## src/hdl/spe_ram.sv

```systemverilog
// generic single write port, single read port ram with registered read
module spe_ram #(
   parameter int WIDTH = 8,
   parameter int DEPTH = 16
) (
   input  logic                     clock,
   input  logic                     wr_en,
   input  logic [$clog2(DEPTH)-1:0] wr_addr,
   input  logic [WIDTH-1:0]         wr_data,
   input  logic [$clog2(DEPTH)-1:0] rd_addr,
   output logic [WIDTH-1:0]         rd_data
);

   logic [WIDTH-1:0] mem_ff [DEPTH];
   logic [WIDTH-1:0] rd_data_ff;

   // write and registered read
   always_ff @(posedge clock) begin
      if (wr_en) begin
         mem_ff[wr_addr] <= wr_data;
      end
      rd_data_ff <= mem_ff[rd_addr];
   end

   assign rd_data = rd_data_ff;

endmodule

```

## config.mk

```make
export PLATFORM = sky130hd
export DESIGN_NAME = spe_ram
export DESIGN_NICKNAME = d
export VERILOG_FILES = /design/src/hdl/spe_ram.sv
export SDC_FILE = /design/constraint.sdc
export NUM_CORES = 1
export LEC_CHECK = 0
export ABC_AREA = 0
export BUFFER_PORTS_ARGS = -buffer_cell sky130_fd_sc_hd__buf_2
export CAP_MARGIN = 20
export CORE_ASPECT_RATIO = 1.4
export CORE_MARGIN = 8
export CORE_UTILIZATION = 60
export CTS_CLUSTER_SIZE = 8
export DETAILED_ROUTE_END_ITERATION = 10
export PLACE_DENSITY = 0.76
export SYNTH_ARGS = -nofsm -noshare
export SYNTH_HDL_FRONTEND = slang
export SYNTH_SLANG_ARGS = --single-unit
export TNS_END_PERCENT = 50
```

## constraint.sdc

```tcl
create_clock -name clock -period 2.1 [get_ports clock]
set_input_delay 0.21 -clock clock [delete_from_list [all_inputs] [get_ports clock]]
set_output_delay 0.21 -clock clock [all_outputs]
set_load 0.01 [all_outputs]
```

Word-level counts from Yosys, hierarchy flattened
Memories as Yosys holds them, arrays and structs flattened. A register that Yosys moved wholly into a read port is not among the register bits.
Cells that the tools add are included.
Widths: inputs -> output; s select.
- mux-type cells: 2
- operators with widths (operator ; count):
    $mux 1 ; 2
- input port bits: 18
- memories kept: 1
- RAM bits: 128
- word-level logic and storage cells: 3
- output and inout port bits: 8
- register bits after elaboration: 0
- memories (name ; depth ; width ; read ports ; clocked after Yosys merged registers in ; wr ports ; RTL line ; text):
    mem_ff ; 16 ; 8 ; 1 ; 1 ; 1 ; 14 ; logic [WIDTH-1:0] mem_ff [DEPTH];

Logic depth before layout (Yosys ltp)
- depth after elaboration: 2
- mapped depth: 5
- gate-level depth less buffers: 3

Least setup slack after synthesis
Ideal clock, no wire load.
- kind: input to register
- start: input port wr_addr[2]
- end: memory mem_ff[0][0], enable pin
- data required time: 1717 ps
- arrival: 1320 ps
- cell stages on the path: 2
- slack: 397 ps
- setup time: 383 ps
- path buffers: 0
- cells stage by stage: or3b_2 nor3_1
- RTL lines (what ; RTL line ; text):
    from (decl) ; 8 ; input logic [$clog2(DEPTH)-1:0] wr_addr,
    to (decl) ; 14 ;
No word-level cell before the write port.

==> out/metrics.csv <==
stage,metric,value,unit
clock_network,clockRootBuffer,clkbuf_16,
place,post-dp-hpwl,6.09,mm
grt,antenna_found_initial,0,
synth,synth_top_family_by_area,multiplexers,
synth,ys_warn_count,0,
clock_network,insertion_delay,0.41,ns
grt,grt_start_max_net_pins,33,
sta,holdWs,0.182,ns
floorplan,io_pins,26,
min_path,worstHoldStart,wr_data[6],
floorplan,initial_utilization,60.9,%
power_and_ir_drop,static-leakage-power,0.00211,µW
sta,hold_viol_final,0,
clock_network,cts_tree,done,
sta,slew_headroom,52.6,%
sta,period_share,64.6,%
worst_setup_path,path_max_fanout,1,
drt,via_count,2457,
place,io_buffers,25,
floorplan,die_x,94.3,µm
min_path,whs_endpoint,mem_ff[12][6]$_DFFE_PP_,
clock_network,htree_levels,4,
flow_run,drv_cap,0,
grt,grt_pass1_wl,15.2,mm
worst_setup_path,crit_type,reg2reg,
grt,grt_overflow,0,
clock_network,cts-hold-fix-buffers,0,
min_path,hold_depth,1,
synth,yosysSeqAreaShare,77.8,%
place,place_ws,0.447,ns
worst_setup_path,worstSetupStartpointType,register,
worst_setup_path,r2r_setup_slack,0.74,ns
clock_network,cts_buffer_depth,2,
worst_setup_path,r2r_cells,3,
grt,grt_usage,18.0,%
sta,finalClockSkew,0.00775,ns
synth,syn-num-nets,247,
drt,wl,9.71,mm
cells_and_area,area_delta_synth_final,18.3,%
power_and_ir_drop,p_per_area,1030,mW/mm²
drt,routedWlPerCell,24.2,µm
synth,synthAdderAreaFrac,0,%
cells_and_area,layout.nets,301,
synth,synthMuxAreaShare,15.0,%
drt,met1_length,3.86,mm
cells_and_area,layout-drive-gt1-share,31.4,%
floorplan,die_h,126,µm
drt,met2WireLength,5.20,mm
synth,syn_inst,229,
clock_network,numCtsBuffers,17,
drt,firstDrtPassIters,5,
sta,tns,0,ns
sta,max_freq,737,MHz
synth,ys_ff_latch,136,
cells_and_area,regArea,0.00400,mm²
sta,fin_ws,0.744,ns
clock_network,post_cts_resized,0,
worst_setup_path,r2r_start,mem_ff[9][5]$_DFFE_PP_,
floorplan,core_area,0.00846,mm²
synth,synth-xor-area-share,0,%
place,place.gp.congestion,0.779,
drt,drc_errors,0,
cells_and_area,antennaDiodeCount,0,
clock_network,clock_sinks,136,
worst_setup_path,cp.arrival,1.65,ns
sta,finalSetupViolCount,0,
synth,synth.distinct_cells,19,
clock_network,clk_pin_slew_worst_paths,0.06,ns
worst_setup_path,cp_data_required_time,2.39,ns
run_status,status,finished clean,
synth,synthSimpleGateAreaFrac,3.18,%
sta,tightest_slew,0.708,ns
worst_setup_path,timing.rr.end,rd_data[5]$_DFF_P_,
clock_network,post_cts_buffers,0,
sta,rsz0062_at_grt,false,
power_and_ir_drop,irDropWorstVdd,832,µV
grt,grt_pass1_vias,2590,
drt,drtIter0Drc,270,
synth,synth_compound_gate_area_share,2.33,%
sta,report.final.slew_viol_count,0,
worst_setup_path,worstSetupEndpointType,register,
floorplan,die-area,0.0118,mm²
synth,syn_area,0.00515,mm²
min_path,min_path_type,in2reg,
cells_and_area,nFillCells,502,
drt,drtAntennaViolNets,0,
drt,wl_met3,491,µm
synth,syn_avg_cell_area,22.5,µm²
cells_and_area,multiInputGateArea,0.00106,mm²
drt,vias_per_cell,6.13,
cells_and_area,post-route-util,72.0,%
sta,final.min_clock_period,1.36,ns
floorplan,row_count,40,
drt,highest_layer,met4,
cell usage in the layout (no fill, tap or decap):
master | Yosys | final
or3b_2 | 1 | 1
mux4_2 | 18 | 18
clkinv_1 | 0 | 1
buf_4 | 1 | 18
nor2b_1 | 1 | 1
edfxtp_1 | 128 | 128
nand3b_1 | 2 | 2
nand3_1 | 1 | 1
clkbuf_1 | 0 | 2
nand2b_1 | 2 | 2
dfxtp_1 | 8 | 8
nand2_1 | 9 | 9
nor2_1 | 13 | 13
nor3_1 | 4 | 4
buf_12 | 0 | 2
clkbuf_16 | 0 | 17
a22oi_1 | 16 | 16
buf_2 | 3 | 25
and2_1 | 1 | 1
and2b_1 | 1 | 1
clkbuf_8 | 0 | 3
bufinv_16 | 0 | 3
mux4_1 | 14 | 14
clkinv_2 | 0 | 6
where the power goes:
| part | switching [µW] | internal, µW | total [µW] |
|---|---|---|---|
| Combinational | 159 | 122 | 282 |
| Sequential | 17.4 | 3040 | 3050 |
| Clock | 1010 | 1940 | 2950 |
synthesized netlist by cell type:
| master | n | area share (%) |
|---|---|---|
| nand2b_1 | 2 | 0.24 |
| buf_6 | 3 | 0.66 |
| edfxtp_1 | 128 | 75 |
| nor2b_1 | 1 | 0.12 |
| clkdlybuf4s25_2 | 3 | 0.58 |
| a22oi_1 | 16 | 2.3 |
| nand3_1 | 1 | 0.097 |
| nand2_1 | 9 | 0.66 |
| and2b_1 | 1 | 0.15 |
| and2_1 | 1 | 0.12 |
| nand3b_1 | 2 | 0.29 |
| nor3_1 | 4 | 0.39 |
| or3b_2 | 1 | 0.17 |
| mux4_2 | 18 | 7.9 |
| dfxtp_1 | 8 | 3.1 |
| buf_4 | 1 | 0.15 |
| buf_2 | 3 | 0.29 |
| mux4_1 | 14 | 7.1 |
| nor2_1 | 13 | 0.95 |
stage by stage:
stage | cell area [µm²] | total power, µW | cells
CTS | 6090 | 6340 | 401
detailed placement | 5490 | 3390 | 369
finish | 6090 | 6290 | 401
global route | 6090 | 6470 | 401
global placement | 5490 | 3380 | 369
floorplan | 5150 | 3270 | 229
layer usage:
layer	track usage [%]	up-vias
met1	21.6	1268
met2	29.4	94
met5	0	-
li1	-	1082
met3	5.63	13
met4	6.94	0
registers in the layout (all words and copies together), names as in the netlist:
signal   count
rd_data      8
mem_ff     128
kinds of logic after synthesis:
kind of cell,count (synthesis)
compound gates,16
buf+inv,10
flops,136
mux,32
simple gates,35
critical path: stages (launching register included):
cell and delay [ns]:
edfxtp_1 0.41, mux4_1 0.56, a22oi_1 0.21, nand2_1 0.07
worst max-delay path by stage:
stage,startpoint,endpoint,depth (start not counted)
finish,mem_ff[9][5]$_DFFE_PP_,rd_data[5]$_DFF_P_,3
global route,mem_ff[1][2]$_DFFE_PP_,rd_data[2]$_DFF_P_,3
CTS,mem_ff[9][5]$_DFFE_PP_,rd_data[5]$_DFF_P_,3
detailed placement,rd_addr[0],rd_data[2]$_DFF_P_,5
global placement,rd_addr[0],rd_data[2]$_DFF_P_,5
floorplan,wr_addr[2],mem_ff[0][0]$_DFFE_PP_,2
area by class of cell:
class / count / share of cell area, %
well taps: 105 / 2.16
clock inverters: 10 / 2.03
flip-flops and latches: 136 / 65.7
multi-input cells: 83 / 17.4
clock buffers: 22 / 7.79
repair buffers: 45 / 4.93
Note: power is estimated with default switching activity, not from simulation.
