<file path="config.mk">
export PLATFORM = sky130hd
export DESIGN_NAME = spe_sqrt
export DESIGN_NICKNAME = d
export VERILOG_FILES = /design/src/hdl/spe_pkg.sv /design/src/hdl/spe_sqrt.sv
export SDC_FILE = /design/constraint.sdc
export NUM_CORES = 1
export LEC_CHECK = 0
export BUFFER_PORTS_ARGS = -buffer_cell sky130_fd_sc_hd__clkbuf_2
export CAP_MARGIN = 10
export CORE_MARGIN = 5
export CORE_UTILIZATION = 30
export CTS_CLUSTER_DIAMETER = 60
export DETAILED_ROUTE_END_ITERATION = 7
export PLACE_DENSITY = 0.47
export SETUP_SLACK_MARGIN = 0.1
export SLEW_MARGIN = 20
export SYNTH_ARGS = -nofsm -noshare
export SYNTH_HDL_FRONTEND = slang
export SYNTH_SLANG_ARGS = --single-unit
export TNS_END_PERCENT = 50
</file>
<file path="constraint.sdc">
create_clock -name clock -period 6.35 [get_ports clock]
set_input_delay 0.635 -clock clock [delete_from_list [all_inputs] [get_ports clock]]
set_output_delay 0.635 -clock clock [all_outputs]
set_load 0.005 [all_outputs]
</file>
<file path="src/hdl/spe_pkg.sv">
// shared codes, constants and record types of the shortest path expansion core
package spe_pkg;

   // request actions
   localparam logic [2:0] ACT_WR_COORD    = 3'd0;
   localparam logic [2:0] ACT_WR_NEIGHBOR = 3'd1;
   localparam logic [2:0] ACT_START       = 3'd2;
   localparam logic [2:0] ACT_STEP        = 3'd3;
   localparam logic [2:0] ACT_READ        = 3'd4;

   // response status codes
   localparam logic [1:0] ST_ACCEPT   = 2'd0;
   localparam logic [1:0] ST_EXPANDED = 2'd1;
   localparam logic [1:0] ST_GOAL     = 2'd2;
   localparam logic [1:0] ST_NO_PATH  = 2'd3;

   // search outcome codes
   localparam logic [1:0] OUTCOME_RUNNING = 2'd0;
   localparam logic [1:0] OUTCOME_GOAL    = 2'd2;
   localparam logic [1:0] OUTCOME_NO_PATH = 2'd3;

   // register indexes
   localparam logic CSR_START_NODE = 1'b0;
   localparam logic CSR_GOAL_NODE  = 1'b1;

   localparam logic [31:0] COST_INF    = 32'hFFFF_FFFF;
   localparam logic [31:0] COST_MAX    = 32'hFFFF_FFFE;
   localparam logic [9:0]  PARENT_NONE = 10'd1023;

   // per node search record
   typedef struct packed {
      logic [31:0] cost;
      logic [9:0]  parent;
      logic        visited;
   } node_rec_type;

   // one adjacency slot
   typedef struct packed {
      logic       valid;
      logic [8:0] index;
   } adj_rec_type;

   // square root unit status
   typedef struct packed {
      logic busy;
      logic done;
   } sqrt_status_type;

endpackage

</file>
<file path="src/hdl/spe_sqrt.sv">
// iterative floor square root, one root bit per cycle
module spe_sqrt import spe_pkg::*; #(
   parameter int ROOT_W = 17
) (
   input  logic                  clock,
   input  logic                  reset,
   input  logic                  go,
   input  logic [2*ROOT_W-1:0]   radicand,
   output logic [ROOT_W-1:0]     root,
   output sqrt_status_type       status
);

   localparam int RAD_W = 2 * ROOT_W;
   localparam int REM_W = ROOT_W + 2;
   localparam int CNT_W = $clog2(ROOT_W + 1);

   logic [RAD_W-1:0]  rad_ff, rad_in;
   logic [REM_W-1:0]  rem_ff, rem_in;
   logic [ROOT_W-1:0] root_ff, root_in;
   logic [CNT_W-1:0]  cnt_ff, cnt_in;
   logic              busy_ff, busy_in;
   logic              done_ff, done_in;
   logic [REM_W-1:0]  rem_shift;
   logic [REM_W-1:0]  trial;

   // one digit pair per cycle, restoring form
   always_comb begin
      rem_shift = {rem_ff[ROOT_W-1:0], rad_ff[RAD_W-1 -: 2]};
      trial     = {root_ff, 2'b01};
      rad_in    = rad_ff;
      rem_in    = rem_ff;
      root_in   = root_ff;
      cnt_in    = cnt_ff;
      busy_in   = busy_ff;
      done_in   = 1'b0;
      if (go) begin
         rad_in  = radicand;
         rem_in  = '0;
         root_in = '0;
         cnt_in  = '0;
         busy_in = 1'b1;
      end else if (busy_ff) begin
         if (rem_shift >= trial) begin
            rem_in  = rem_shift - trial;
            root_in = {root_ff[ROOT_W-2:0], 1'b1};
         end else begin
            rem_in  = rem_shift;
            root_in = {root_ff[ROOT_W-2:0], 1'b0};
         end
         rad_in = {rad_ff[RAD_W-3:0], 2'b00};
         cnt_in = cnt_ff + 1'b1;
         if (cnt_ff == CNT_W'(ROOT_W - 1)) begin
            busy_in = 1'b0;
            done_in = 1'b1;
         end
      end
   end

   always_ff @(posedge clock) begin
      if (reset) begin
         busy_ff <= 1'b0;
         done_ff <= 1'b0;
      end else begin
         busy_ff <= busy_in;
         done_ff <= done_in;
      end
      rad_ff  <= rad_in;
      rem_ff  <= rem_in;
      root_ff <= root_in;
      cnt_ff  <= cnt_in;
   end

   assign root        = root_ff;
   assign status.busy = busy_ff;
   assign status.done = done_ff;

endmodule

</file>
-- Word-level counts from Yosys, hierarchy flattened
Cells that the tools add are included.
- output and inout bits: 19
- word-level logic and storage cells: 21
- bits in latches: 0
- bits in registers: 75
- bits in read-only memories: 0
- RAM bits: 0
- memories: 0
- div/mod/pow operators: 0
- order comparisons: 1
- equal/unequal tests: 1
- reductions and logical operators: 2
- multiplexer cells: 8
- add/sub/neg operators: 2
- multipliers: 0
- bitwise logic cells: 1
- shift-type cells: 0
- operators with widths (operator ; count):
    34-bit two-way mux ; 2
    19-bit greater-or-equal comparator ; 1
    17-bit two-way mux ; 1
    17-bit subtractor ; 1
    5-bit by 1-bit adder with 5-bit output, second input constant ; 1
    5-bit equality test, second input constant ; 1
    1-bit two-way mux ; 5
    3-bit OR reduction ; 1
    2-bit nonzero test ; 1
    1-bit inverter ; 1

-- Longest topological paths before layout
- depth after elaboration: 4
- mapped depth: 10

-- Worst setup path before layout
OpenSTA, ideal clock, no wires.
- path type: input-to-reg
- from: input port go
- to: register rad_ff[0], enable pin
- arrival: 1.917 ns
- path buffers: 2
- slack: 4.044 ns
- cell stages on the path: 4
- data required time: 5.961 ns
- cell sequence: clkbuf_1 > nor2_1 > clkbuf_1 > inv_1
- longest elaborated chain between the ends: 1
- ends and longest elaborated chain (what ; RTL line ; RTL):
    from (decl) ; spe_sqrt.sv:7 ; input logic go,
    2-bit nonzero test (no source line) ; n/a ;
    to (signal assigned) ; spe_sqrt.sv:67 ; rad_ff <= rad_in;
    to (decl) ; spe_sqrt.sv:17 ; logic [RAD_W-1:0] rad_ff, rad_in;
Every way passes these cells.
A chain may end at the register's enable or synchronous reset.

-- Worst setup path in the final report
- from: register root_ff[2] (netlist: root[2])
- to: register rem_ff[16]
- longest elaborated chain between the ends: 2
- elaborated cells between the ends (all ways): 3
- those cells by class: add/sub: 1; order compare: 1; mux: 1
- ends and longest elaborated chain (what ; RTL line ; RTL):
    from (decl) ; spe_sqrt.sv:19 ; logic [ROOT_W-1:0] root_ff, root_in;
    from (signal assigned) ; spe_sqrt.sv:69 ; root_ff <= root_in;
    17-bit subtractor / 19-bit greater-or-equal comparator (equally long branches) ; spe_sqrt.sv:44, spe_sqrt.sv:43 ;
    17-bit two-way mux * ; spe_sqrt.sv:43 ; if (rem_shift >= trial) begin
    to (signal assigned) ; spe_sqrt.sv:68 ; rem_ff <= rem_in;
    to (decl) ; spe_sqrt.sv:18 ; logic [REM_W-1:0] rem_ff, rem_in;
Mark *: on every way between the ends. The rest lies on a longest branch, timed or not.

==> impl_metrics.csv <==
group,metric,value,unit
run_status,status,"finished clean",
cts,cts_tree,"yes",
worst_hold_path,worstHoldStart,"reset",
synth,ys.flop_type,"dfxtp_1",
worst_setup_path,cp.buffers_inverters,1,
floorplan,die-area,0.0156,mm²
floorplan,num_rows,42,
timing,rsz0062_at_grt,"false",
worst_setup_path,endpoint_kind,"flop",
routing,drc,0,
layout,num_antenna_cells,0,
global_route,grt_pass1_vias,2968,
timing,fmax,0.386,GHz
routing,vias,2923,
worst_setup_path,crit_fanout,12,
power_and_ir_drop,swShare,38.4,%
timing,period_share,40.8,%
placed_design,place_area,0.00438,mm²
synth,syn_inst,374,
timing,timing_worst_slew_pin_value,0.954,ns
floorplan,die_x,125,µm
power_and_ir_drop,ir_drop,0.242,mV
synth,netlist_area,0.00397,mm²
floorplan,core_area,0.0131,mm²
synth,ys_warn_count,0,
power_and_ir_drop,comb_power_share,45.6,%
layout,num-nets-final,481,
timing,clock_skew,0.00863,ns
global_route,gr-total-overflow,0,
cts,cts_inserted_buffers,9,
global_route,grt_pass1_wl,14400,µm
worst_setup_path,crit_path_start_kind,"flop",
timing,maxSlewHeadroom,36.4,%
run,cap_violations,0,
routing,drt_iter0_drc,148,
global_route,grt_use_total,11.3,%
routing,drt_first_pass_iters,5,
power_and_ir_drop,p_leak,0.00188,µW
worst_setup_path,cp.arrival,2.85,ns
timing,setup_violations,0,
floorplan,die_y,125,µm
worst_setup_path,r2r_setup_slack,3.76,ns
global_route,grt_start_max_net_pins,66,
synth,synth-seq-cells,75,
power_and_ir_drop,switchingPower,798,µW
routing,ant_nets,0,
worst_hold_path,hp-class,"primary input to flop",
cts,clk_pin_slew,0.06,ns
cts,cts-resized-gates,0,
layout,final_area,0.00468,mm²
floorplan,start_util,30.3,%
cts,postCtsSetupRepairBufs,0,
cts,clock_sinks,75,
worst_setup_path,r2r_end,"rem_ff[16]$_SDFFE_PP0P_",
worst_setup_path,crit_family,"compound AO/OA/AOI/OAI gates",
placed_design,io_buffers,55,
synth,yosysSeqAreaShare,46.4,%
timing,period_minus_slack,2.59,ns
cts,clock_path_buffers,2,
power_and_ir_drop,p_seq_share,30.1,%
routing,routed_wl,8480,µm
worst_setup_path,crit_chain,"inv_1 -> ha_1 -> nand2_2 -> o31ai_2 -> a211oi_2 -> o21ai_2 -> nand2_1 -> o21ai_1",
cts,cts_root_buffer,"clkbuf_16",
worst_setup_path,critical-path-max-stage-delay,0.57,ns
routing,vias_per_cell,4.84,
cts,clk_latency,0.34,ns
layout,drive_gt1_share,25.7,%
worst_hold_path,min_delay_path_depth,2,
worst_setup_path,worstRegToRegCells,8,
timing,tns,0,ns
worst_setup_path,slowest_stage,"o21ai_2",
worst_hold_path,holdPathEnd,"busy_ff$_SDFF_PP0_",
power_and_ir_drop,p_int,1280,µW
worst_setup_path,cp_data_required_time,6.61,ns
synth,synth_edf_count,34,
synth,synth_cell_types,45,
floorplan,ioPinCount,56,
placed_design,place_hpwl,6000,µm
worst_setup_path,crit_type,"flop to flop",
synth,syn_nets,432,
layout,area_growth,18.0,%
synth,synth-async-reset-ratio,0,%
routing,wl_per_cell,14.0,µm
timing,finalHoldViolations,0,
cts,htreeDepth,3,
worst_setup_path,r2r-start,"root[2]$_SDFFE_PP0P_",
global_route,antenna_found_initial,0,
placed_design,routabilityCongestion,0.836,
cts,postCtsHoldBufs,0,
timing,slew_violations,0,
synth,syn_area_per_cell,10.6,µm²
power_and_ir_drop,p_per_area,445,mW/mm²
power_and_ir_drop,pwr-share-clk,24.3,%
## area by class of cell
class                   count  area (µm²)
repair buffers             57         290
fillers                  1355        8410
clock inverters             6        66.3
multi-input cells         256        1940
inverters                  24        90.1
flip-flops and latches     75        1840
clock buffers              10         229
well taps                 176         220
## worst max path at each step
stage,from,endpoint,depth (start not counted)
after floorplan,go,rad_ff[0]$_SDFFCE_PN0P_,4
after global placement,go,rad_ff[2]$_DFFE_PP_,5
after detailed placement,go,rad_ff[12]$_DFFE_PP_,5
after CTS,root[2]$_SDFFE_PP0P_,rem_ff[16]$_SDFFE_PP0P_,8
after global routing,root[2]$_SDFFE_PP0P_,rem_ff[14]$_SDFFE_PP0P_,8
final,root[2]$_SDFFE_PP0P_,rem_ff[16]$_SDFFE_PP0P_,8
## per-layer routing
layer / global-route usage (%) / vias up / part of all wire, %
li1: - / 1459 / -
met1: 13.1 / 1389 / 45
met2: 18.6 / 63 / 48
met3: 4.69 / 12 / 5.6
met4: 4.53 / 0 / 1.8
met5: 0 / - / 0
## sequential cells by signal, indices dropped and copies added, names as in the netlist
name,cells
busy_ff,1
rem_ff,17
cnt_ff,5
done_ff,1
root,17
rad_ff,34
## cell families after synthesis
family                     count (synthesis)  synth area share (%)
xor gates and xnor gates                  18                  3.97
adders and majority gates                 21                  6.62
muxes                                     56                  15.1
and+or+nand+nor                           88                  10.5
DFF                                       75                  46.4
AOI/OAI and AO/OA                         73                  12.7
buffers and inverters                     43                  4.64
## cell usage after synthesis, drive strengths merged, types with 6 or more instances
cell type	count	area [µm²]
a211oi	6	55.1
a21oi	15	75.1
a31oi	6	37.5
a32oi	6	52.6
buf	10	60.1
clkbuf	9	33.8
dfxtp	41	821
edfxtp	34	1020
ha	21	263
inv	24	90.1
mux2	32	360
mux2i	24	240
nand2	18	70.1
nand4	7	43.8
nor2	39	146
o21ai	16	83.8
xnor2	11	96.3
xor2	7	61.3
## cell usage in the layout (no fill, tap or decap), types with 5 or more instances in the layout
cell type and n:
a21oi_1 15, a31oi_1 6, a32oi_1 6, clkbuf_16 9, clkbuf_2 55, dfxtp_1 40, edfxtp_1 34, ha_1 21
inv_1 24, mux2_2 32, mux2i_1 24, nand2_1 17, nand2b_1 5, nand3_1 5, nand4_1 7, nor2_1 39
o21ai_0 5, o21ai_1 10, xnor2_1 11, xor2_1 7
## per-stage QoR
step / util, % / power, µW / cells / hold WS, ns / setup WS, ns
6_report: 35.8 / 2080 / 604 / 0.461 / 3.76
5_1_grt: 35.8 / 2250 / 604 / 0.447 / 3.47
4_1_cts: 35.8 / 2110 / 604 / 0.441 / 3.74
3_5_place_dp: 33.5 / 1590 / 588 / 0.468 / 3.71
3_3_place_gp: 33.5 / 1580 / 588 / 0.473 / 3.74
2_1_floorplan: - / 1430 / 374 / 0.442 / 4.04
## worst reg2reg max path, cell delays in order, from the launching register on
cell and delay (ns):
dfxtp_1 0.37, inv_1 0.06, ha_1 0.39, nand2_2 0.10, o31ai_2 0.40, a211oi_2 0.15
o21ai_2 0.57, nand2_1 0.27, o21ai_1 0.20
## power groups by stage
stage | combinational, µW | clock, µW | sequential (µW)
2_1_floorplan | 822 | 0 | 612
3_3_place_gp | 948 | 0 | 637
3_5_place_dp | 949 | 0 | 637
4_1_cts | 954 | 526 | 627
5_1_grt | 1080 | 545 | 634
6_report | 949 | 506 | 626
No activity file was read; power rests on OpenSTA's default activity.
